File: config.mk
export PLATFORM = sky130hd
export DESIGN_NAME = ac_ir_frame_pulse_encoder
export DESIGN_NICKNAME = d
export VERILOG_FILES = /design/src/rtl/core/acir_pkg.sv /design/src/rtl/core/ac_ir_frame_pulse_encoder.sv /design/src/rtl/core/acir_cfg_regs.sv /design/src/rtl/core/acir_frame_build.sv /design/src/rtl/core/acir_seq.sv /design/src/rtl/core/acir_out_buf.sv
export SDC_FILE = /design/constraint.sdc
export NUM_CORES = 1
export LEC_CHECK = 0
export ABC_AREA = 1
export ABC_CLOCK_PERIOD_IN_PS = 3000
export BUFFER_PORTS_ARGS = -buffer_cell sky130_fd_sc_hd__clkbuf_2
export CAP_MARGIN = 25
export CORE_MARGIN = 2
export CORE_UTILIZATION = 40
export CTS_BUF_LIST = sky130_fd_sc_hd__clkbuf_8
export DETAILED_ROUTE_END_ITERATION = 6
export PLACE_DENSITY = 0.56
export SLEW_MARGIN = 30
export SYNTH_ARGS = -nofsm -noshare
export SYNTH_HDL_FRONTEND = slang
export SYNTH_SLANG_ARGS = --single-unit
File: constraint.sdc
create_clock -name aclk -period 3 [get_ports aclk]
set_input_delay 0.15 -clock aclk [delete_from_list [all_inputs] [get_ports aclk]]
set_output_delay 0.15 -clock aclk [all_outputs]
set_load 0.01 [all_outputs]
File: src/rtl/core/acir_pkg.sv
// Shared types, constants and frame helpers for the AC IR frame pulse encoder.
// No dependencies.
package acir_pkg;

    localparam int FRAME_BYTES = 9;
    localparam int FRAME_BITS  = FRAME_BYTES * 8;
    localparam int BIT_IDX_W   = $clog2(FRAME_BITS);

    // Operation codes.
    localparam logic OP_START = 1'b0;
    localparam logic OP_NEXT  = 1'b1;

    // Register indexes.
    localparam int          CFG_IDX_W       = 3;
    localparam logic [2:0]  CFG_HEADER_MARK = 3'd0;
    localparam logic [2:0]  CFG_HEADER_GAP  = 3'd1;
    localparam logic [2:0]  CFG_BIT_MARK    = 3'd2;
    localparam logic [2:0]  CFG_ONE_SPACE   = 3'd3;
    localparam logic [2:0]  CFG_ZERO_SPACE  = 3'd4;
    localparam logic [2:0]  CFG_TRAILER_GAP = 3'd5;

    // Register reset values (microseconds).
    localparam logic [15:0] RST_HEADER_MARK = 16'd3000;
    localparam logic [15:0] RST_HEADER_GAP  = 16'd4300;
    localparam logic [15:0] RST_BIT_MARK    = 16'd520;
    localparam logic [15:0] RST_ONE_SPACE   = 16'd1650;
    localparam logic [15:0] RST_ZERO_SPACE  = 16'd650;
    localparam logic [15:0] RST_TRAILER_GAP = 16'd30000;

    // Frame constants.
    localparam logic [7:0] FRAME_PREFIX = 8'hA5;
    localparam logic [7:0] POWER_CMD    = 8'h01;
    localparam logic [7:0] SWING_BASE   = 8'h20;
    localparam logic [7:0] OFF_TIMER    = 8'd12 & 8'h1F;
    localparam logic [7:0] TEMP_MIN     = 8'd16;
    localparam logic [7:0] TEMP_MAX     = 8'd30;
    localparam logic [2:0] MODE_FAN     = 3'd4;
    localparam logic [2:0] MODE_AUTO    = 3'd0;

    // Duration positions.
    localparam logic [7:0] POS_HEADER_GAP   = 8'd3;
    localparam logic [7:0] POS_BIT_BASE     = 8'd4;
    localparam logic [7:0] POS_TRAILER_MARK = 8'd148;
    localparam logic [7:0] POS_LAST         = 8'd149;

    typedef struct packed {
        logic [15:0] header_mark;
        logic [15:0] header_gap;
        logic [15:0] bit_mark;
        logic [15:0] one_space;
        logic [15:0] zero_space;
        logic [15:0] trailer_gap;
    } cfg_t;

    typedef struct packed {
        logic [15:0] duration;
        logic        is_mark;
        logic        last;
    } result_t;

    function automatic logic [1:0] wire_fan(input logic [1:0] fan);
        logic [1:0] w;
        case (fan)
            2'd0:    w = 2'd0;
            2'd1:    w = 2'd3;
            2'd2:    w = 2'd2;
            default: w = 2'd1;
        endcase
        return w;
    endfunction

    function automatic logic [2:0] wire_mode(input logic [2:0] mode);
        return (mode <= MODE_FAN) ? mode : MODE_AUTO;
    endfunction

endpackage

File: src/rtl/core/ac_ir_frame_pulse_encoder.sv
// Top level of the AC IR frame pulse encoder.
// Depends on acir_pkg, acir_cfg_regs, acir_seq and acir_out_buf.
//
//  channel  | handshake          | payload
//  ---------+--------------------+---------------------------------------------
//  input    | s_valid / s_ready  | s_op s_temperature s_op_mode s_fan_speed s_swing_on
//  result   | m_valid / m_ready  | m_duration m_is_mark m_last
//  config   | cfg_wr_en          | cfg_index cfg_wdata
//
// One word per cycle while s_ready is high; each result word is registered before it appears on m_*.
// The position counter and frame store update in the accept cycle, so words
// can follow back to back. A skid word keeps s_ready high for one extra word
// while m_ready is low; s_ready drops only when both output slots are full.
// Synchronous active-low reset clears the position counter and loads register defaults.
module ac_ir_frame_pulse_encoder (
    input  logic                           aclk,
    input  logic                           aresetn,
    input  logic                           s_valid,
    output logic                           s_ready,
    input  logic                           s_op,
    input  logic [7:0]                     s_temperature,
    input  logic [2:0]                     s_op_mode,
    input  logic [1:0]                     s_fan_speed,
    input  logic                           s_swing_on,
    output logic                           m_valid,
    input  logic                           m_ready,
    output logic [15:0]                    m_duration,
    output logic                           m_is_mark,
    output logic                           m_last,
    input  logic                           cfg_wr_en,
    input  logic [acir_pkg::CFG_IDX_W-1:0] cfg_index,
    input  logic [15:0]                    cfg_wdata
);

    acir_pkg::cfg_t    cfg;
    acir_pkg::result_t res;
    acir_pkg::result_t m_res;
    logic              res_valid;

    acir_cfg_regs u_cfg (
        .aclk      (aclk),
        .aresetn   (aresetn),
        .cfg_wr_en (cfg_wr_en),
        .cfg_index (cfg_index),
        .cfg_wdata (cfg_wdata),
        .cfg       (cfg)
    );

    acir_seq u_seq (
        .aclk        (aclk),
        .aresetn     (aresetn),
        .accept      (s_valid && s_ready),
        .op          (s_op),
        .temperature (s_temperature),
        .op_mode     (s_op_mode),
        .fan_speed   (s_fan_speed),
        .swing_on    (s_swing_on),
        .cfg         (cfg),
        .res_valid   (res_valid),
        .res         (res)
    );

    acir_out_buf u_out (
        .aclk      (aclk),
        .aresetn   (aresetn),
        .in_valid  (res_valid),
        .in_res    (res),
        .in_ready  (s_ready),
        .out_valid (m_valid),
        .out_res   (m_res),
        .out_ready (m_ready)
    );

    assign m_duration = m_res.duration;
    assign m_is_mark  = m_res.is_mark;
    assign m_last     = m_res.last;

endmodule

File: src/rtl/core/acir_cfg_regs.sv
// Timing register file for the AC IR frame pulse encoder.
// Depends on acir_pkg.
module acir_cfg_regs (
    input  logic                           aclk,
    input  logic                           aresetn,
    input  logic                           cfg_wr_en,
    input  logic [acir_pkg::CFG_IDX_W-1:0] cfg_index,
    input  logic [15:0]                    cfg_wdata,
    output acir_pkg::cfg_t                 cfg
);

    acir_pkg::cfg_t cfg_reg;

    always_ff @(posedge aclk) begin
        if (!aresetn) begin
            cfg_reg.header_mark <= acir_pkg::RST_HEADER_MARK;
            cfg_reg.header_gap  <= acir_pkg::RST_HEADER_GAP;
            cfg_reg.bit_mark    <= acir_pkg::RST_BIT_MARK;
            cfg_reg.one_space   <= acir_pkg::RST_ONE_SPACE;
            cfg_reg.zero_space  <= acir_pkg::RST_ZERO_SPACE;
            cfg_reg.trailer_gap <= acir_pkg::RST_TRAILER_GAP;
        end else if (cfg_wr_en) begin
            unique case (cfg_index)
                acir_pkg::CFG_HEADER_MARK: cfg_reg.header_mark <= cfg_wdata;
                acir_pkg::CFG_HEADER_GAP:  cfg_reg.header_gap  <= cfg_wdata;
                acir_pkg::CFG_BIT_MARK:    cfg_reg.bit_mark    <= cfg_wdata;
                acir_pkg::CFG_ONE_SPACE:   cfg_reg.one_space   <= cfg_wdata;
                acir_pkg::CFG_ZERO_SPACE:  cfg_reg.zero_space  <= cfg_wdata;
                acir_pkg::CFG_TRAILER_GAP: cfg_reg.trailer_gap <= cfg_wdata;
                default: ;
            endcase
        end
    end

    assign cfg = cfg_reg;

endmodule

File: src/rtl/core/acir_frame_build.sv
// Builds the 9-byte frame, byte 0 in the low bits, from one start word.
// Depends on acir_pkg.
module acir_frame_build (
    input  logic [7:0]                      temperature,
    input  logic [2:0]                      op_mode,
    input  logic [1:0]                      fan_speed,
    input  logic                            swing_on,
    output logic [acir_pkg::FRAME_BITS-1:0] frame
);

    logic [7:0] temp_clamped;
    logic [7:0] temp_ofs;
    logic [7:0] byte1;
    logic [7:0] byte2;
    logic [7:0] byte5;
    logic [7:0] byte6;
    logic [7:0] checksum;

    always_comb begin
        if (temperature < acir_pkg::TEMP_MIN) begin
            temp_clamped = acir_pkg::TEMP_MIN;
        end else if (temperature > acir_pkg::TEMP_MAX) begin
            temp_clamped = acir_pkg::TEMP_MAX;
        end else begin
            temp_clamped = temperature;
        end
        temp_ofs = temp_clamped - acir_pkg::TEMP_MIN;
        byte1    = acir_pkg::POWER_CMD | {temp_ofs[3:0], 4'b0000};
        byte2    = acir_pkg::SWING_BASE | {{2{swing_on}}, 6'b000000};
        byte5    = {acir_pkg::wire_fan(fan_speed), 6'b000000};
        byte6    = {acir_pkg::wire_mode(op_mode), 5'b00000};
        checksum = acir_pkg::FRAME_PREFIX + byte1 + byte2 + acir_pkg::OFF_TIMER
                   + byte5 + byte6;
        frame    = {checksum, 8'h00, byte6, byte5, acir_pkg::OFF_TIMER, 8'h00,
                    byte2, byte1, acir_pkg::FRAME_PREFIX};
    end

endmodule

File: src/rtl/core/acir_seq.sv
// Frame store, position counter and duration select for the AC IR encoder.
// Depends on acir_pkg and acir_frame_build.
module acir_seq (
    input  logic                  aclk,
    input  logic                  aresetn,
    input  logic                  accept,
    input  logic                  op,
    input  logic [7:0]            temperature,
    input  logic [2:0]            op_mode,
    input  logic [1:0]            fan_speed,
    input  logic                  swing_on,
    input  acir_pkg::cfg_t        cfg,
    output logic                  res_valid,
    output acir_pkg::result_t     res
);

    logic [acir_pkg::FRAME_BITS-1:0] built_frame;
    logic [acir_pkg::FRAME_BITS-1:0] frame_reg;
    logic [7:0]                      position_reg;
    logic [7:0]                      position_next;
    logic                            active_reg;
    logic                            active_next;
    logic                            start;
    logic [7:0]                      pos;
    logic [7:0]                      bit_ofs;
    logic [acir_pkg::BIT_IDX_W-1:0]  bit_idx;

    acir_frame_build u_build (
        .temperature (temperature),
        .op_mode     (op_mode),
        .fan_speed   (fan_speed),
        .swing_on    (swing_on),
        .frame       (built_frame)
    );

    always_comb begin
        start     = accept && (op == acir_pkg::OP_START);
        res_valid = start || (accept && active_reg);
        pos       = start ? 8'd0 : position_reg;
        bit_ofs   = pos - acir_pkg::POS_BIT_BASE;
        bit_idx   = bit_ofs[acir_pkg::BIT_IDX_W:1];

        if (pos < acir_pkg::POS_HEADER_GAP) begin
            res.duration = cfg.header_mark;
        end else if (pos == acir_pkg::POS_HEADER_GAP) begin
            res.duration = cfg.header_gap;
        end else if (pos >= acir_pkg::POS_LAST) begin
            res.duration = cfg.trailer_gap;
        end else if (!pos[0] || pos == acir_pkg::POS_TRAILER_MARK) begin
            res.duration = cfg.bit_mark;
        end else begin
            res.duration = frame_reg[bit_idx] ? cfg.one_space : cfg.zero_space;
        end
        res.is_mark = ~pos[0];
        res.last    = (pos == acir_pkg::POS_LAST);

        position_next = position_reg;
        active_next   = active_reg;
        if (res_valid) begin
            if (pos >= acir_pkg::POS_LAST) begin
                position_next = 8'd0;
                active_next   = 1'b0;
            end else begin
                position_next = pos + 8'd1;
                active_next   = 1'b1;
            end
        end
    end

    always_ff @(posedge aclk) begin
        if (!aresetn) begin
            position_reg <= 8'd0;
            active_reg   <= 1'b0;
        end else begin
            position_reg <= position_next;
            active_reg   <= active_next;
        end
    end

    always_ff @(posedge aclk) begin
        if (start) begin
            frame_reg <= built_frame;
        end
    end

endmodule

File: src/rtl/core/acir_out_buf.sv
// Output register with a skid word in front of the result channel.
// Depends on acir_pkg.
module acir_out_buf (
    input  logic              aclk,
    input  logic              aresetn,
    input  logic              in_valid,
    input  acir_pkg::result_t in_res,
    output logic              in_ready,
    output logic              out_valid,
    output acir_pkg::result_t out_res,
    input  logic              out_ready
);

    logic              out_valid_reg;
    logic              out_valid_next;
    acir_pkg::result_t out_reg;
    acir_pkg::result_t out_next;
    logic              skid_valid_reg;
    logic              skid_valid_next;
    acir_pkg::result_t skid_reg;
    acir_pkg::result_t skid_next;

    always_comb begin
        out_valid_next  = out_valid_reg;
        out_next        = out_reg;
        skid_valid_next = skid_valid_reg;
        skid_next       = skid_reg;
        if (out_valid_reg && out_ready) begin
            if (skid_valid_reg) begin
                out_next        = skid_reg;
                skid_valid_next = 1'b0;
            end else begin
                out_valid_next = 1'b0;
            end
        end
        if (in_valid) begin
            if (!out_valid_next) begin
                out_next       = in_res;
                out_valid_next = 1'b1;
            end else begin
                skid_next       = in_res;
                skid_valid_next = 1'b1;
            end
        end
    end

    always_ff @(posedge aclk) begin
        if (!aresetn) begin
            out_valid_reg  <= 1'b0;
            skid_valid_reg <= 1'b0;
        end else begin
            out_valid_reg  <= out_valid_next;
            skid_valid_reg <= skid_valid_next;
        end
    end

    always_ff @(posedge aclk) begin
        out_reg  <= out_next;
        skid_reg <= skid_next;
    end

    assign in_ready  = ~skid_valid_reg;
    assign out_valid = out_valid_reg;
    assign out_res   = out_reg;

endmodule

==> impl_metrics.ini <==
[floorplanning]
core_sq_mm = 0.0181
die_w_um = 140
die_area_sq_mm = 0.0197
fp.dieH_um = 140
fp-row-count = 49
start_util_pct = 41.1
pin_count = 59

[power_and_ir_drop]
vdd_drop_max_v = 0.000280
clkPwrFrac_pct = 38.9
leakagePower_nw = 4.08
total_power_mw = 4.53
internal_power_mw = 3.29
cellPowerDensity_mw_per_mm2 = 531
combPwrFrac_pct = 10.4
switching_power_mw = 1.24
p_sw_share_pct = 27.4
sequentialPowerShare_pct = 50.7

[route]
route.detailed.drc = 0
via_count = 6404
antenna_left = 0
vias_per_cell = 4.90
drt_pass1_iterations = 5
drt_first_iter_violations = 399
wire_per_inst_um = 14.0
wl_um = 18400

[clocking]
postCtsSetupRepairBufs = 0
clock-root-buffer = clkbuf_8
cts.sinks = 157
cts_made_buffers = 17
cts_max_path_buffers = 2
hold_buffers = 12
cts_tree = yes
clk_pin_slew_ns = 0.10
clock_latency_ns = 0.48
htreeDepth = 4
post_cts_resized = 0

[global_routing]
antenna_found_initial = 0
grt_start_max_net_pins = 98
grtUsageTotal_pct = 19.4
gr-total-overflow = 0
grt_pass1_vias = 6120
grt_first_pass_wirelength_um = 30800

[placement]
portBuffers = 58
post-dp-hpwl_um = 12600
gp_congestion = 0.861

[yosys]
syn_nets = 1051
yosys_warnings = 0
ys_seq_area_share_pct = 46.6
synth_area_sq_mm = 0.00743
synth_area_per_cell_sq_um = 7.41
synth_top_cell_by_area = dfxtp_1
synth_area_leaders = dfxtp_1 (34%), nand2_1 (14%), edfxtp_1 (13%), nor2_1 (8.1%), o21ai_0 (4.7%)
synth_top_cell_area_share_pct = 33.7
yosys_register_bits = 157
synth_cell_types = 39
syn_inst = 1003

[worst_setup_path]
worstSetupStartpointType = flip-flop
cp-startpoint = u_out.skid_valid_reg
r2r_start = u_out.skid_valid_reg
cp-end-kind = flip-flop
cp_max_fo = 18
critical_path_class = flip-flop to flip-flop
worstPathRequired_ns = 3.23
arrival_ns = 2.85

[finish]
area_delta_synth_final_pct = 14.6
multi_input_area_sq_mm = 0.00349
drive_above_1_share_pct = 14.9
fillers = 1848
diodes = 0
final_common_cell = nand2_1
most-common-layout-cells = nand2_1 (278), nor2_1 (160), dfxtp_1 (125)
nNetsFinal = 1113
seqCellArea_sq_mm = 0.00346
largest_reg_flops = 96

[hold_path]
min_from = cfg_wdata[5]
worstHoldPathType = primary input to flip-flop

[sta]
clock-skew-final_ns = 0.00909
fmaxAchievable_ghz = 0.382
tightest_slew_ns = 0.649
slew_headroom_pct = 56.7
drv_slew = 0
fin_crit_ns = 2.62
hold_viol_final = 0
setup_viol = 0
setup_tns_ns = 0
rsz0062_at_grt = no
period_share_pct = 87.3

[status]
status = completed

[job]
cap_violations = 0
==> logic make-up after synthesis <==
group	count (synthesis)	synth area share, %
DFF	157	46.6
xor gates and xnor gates	9	1.06
buffers and inverters	123	6.56
AOI/OAI and AO/OA	126	9.01
adders and majority gates	9	1.72
and+or+nand+nor	562	32.5
muxes	17	2.54
==> metal layers <==
| metal | global-route usage (%) | part of all wire, % | vias to the layer above |
|---|---|---|---|
| met3 | 3.86 | 3.7 | 24 |
| met5 | 0 | 0 | - |
| met4 | 5.90 | 1.6 | 0 |
| li1 | - | - | 3349 |
| met2 | 33.7 | 49 | 117 |
| met1 | 24.5 | 45 | 2914 |
==> worst paths after layout <==
kind                              to  slack, ns  depth (start not counted)
setup / recovery  u_out.skid_reg[11]       0.38                         16
hold / removal         u_cfg.cfg[37]       0.01                          3
setup reg to reg  u_out.skid_reg[11]       0.38                         16
hold reg to reg        u_cfg.cfg[12]       0.45                          2
==> power by group through the flow <==
stage / combinational [mW] / clock, mW / sequential (mW)
after floorplan: 0.281 / 0 / 2.35
after global placement: 0.461 / 0 / 2.35
after detailed placement: 0.463 / 0 / 2.35
after CTS: 0.476 / 1.80 / 2.30
after global routing: 0.535 / 1.88 / 2.31
final: 0.469 / 1.76 / 2.30
==> cell usage after synthesis, drive strengths merged <==
cell type / number
nor4: 2
mux2i: 2
fa: 2
ha: 7
nand3: 65
a221oi: 2
a21oi: 42
dfxtp: 125
nand4: 5
o211ai: 5
mux2: 15
clkbuf: 35
nor2: 164
o21ai: 77
nand3b: 17
buf: 9
nand2: 285
inv: 77
or2: 16
xor2: 6
edfxtp: 32
nor3: 7
clkinv: 2
and3: 1
xnor2: 3
==> metrics by stage <==
step / cells / cell area (sq um) / setup slack, ns / hold WS, ns / utilization [%]
2_1_floorplan: 1003 / 7430 / 0.239 / 0.249 / -
3_3_place_gp: 1263 / 7960 / 0.354 / 0.389 / 44.0
3_5_place_dp: 1263 / 7960 / 0.262 / 0.393 / 44.0
4_1_cts: 1307 / 8520 / 0.353 / 0.00537 / 47.1
5_1_grt: 1307 / 8520 / 0.0834 / 0.0241 / 47.1
6_report: 1307 / 8520 / 0.381 / 0.0148 / 47.1
==> cell type report <==
class | count | share of cell area, %
well taps | 229 | 3.36
flip-flops and latches | 157 | 40.6
clock inverters | 15 | 2.38
clock buffers | 17 | 2.75
inverters | 79 | 3.48
multi-input cells | 723 | 40.9
repair buffers | 87 | 6.46
==> worst max-delay path, cell delays in order, from the launching register on <==
cell and delay (ns):
dfxtp_1 0.35, inv_2 0.11, nand3_4 0.25, nand2_1 0.23, ha_1 0.18, o21ai_1 0.07, nand2_1 0.09, o21ai_1 0.08
nor2_2 0.10, buf_4 0.20, inv_2 0.18, a21oi_1 0.16, nand2_1 0.07, nand2_1 0.05, nand2_1 0.07, nand2_1 0.08
nand2_1 0.09
Note: power is estimated with default switching activity, not from simulation.
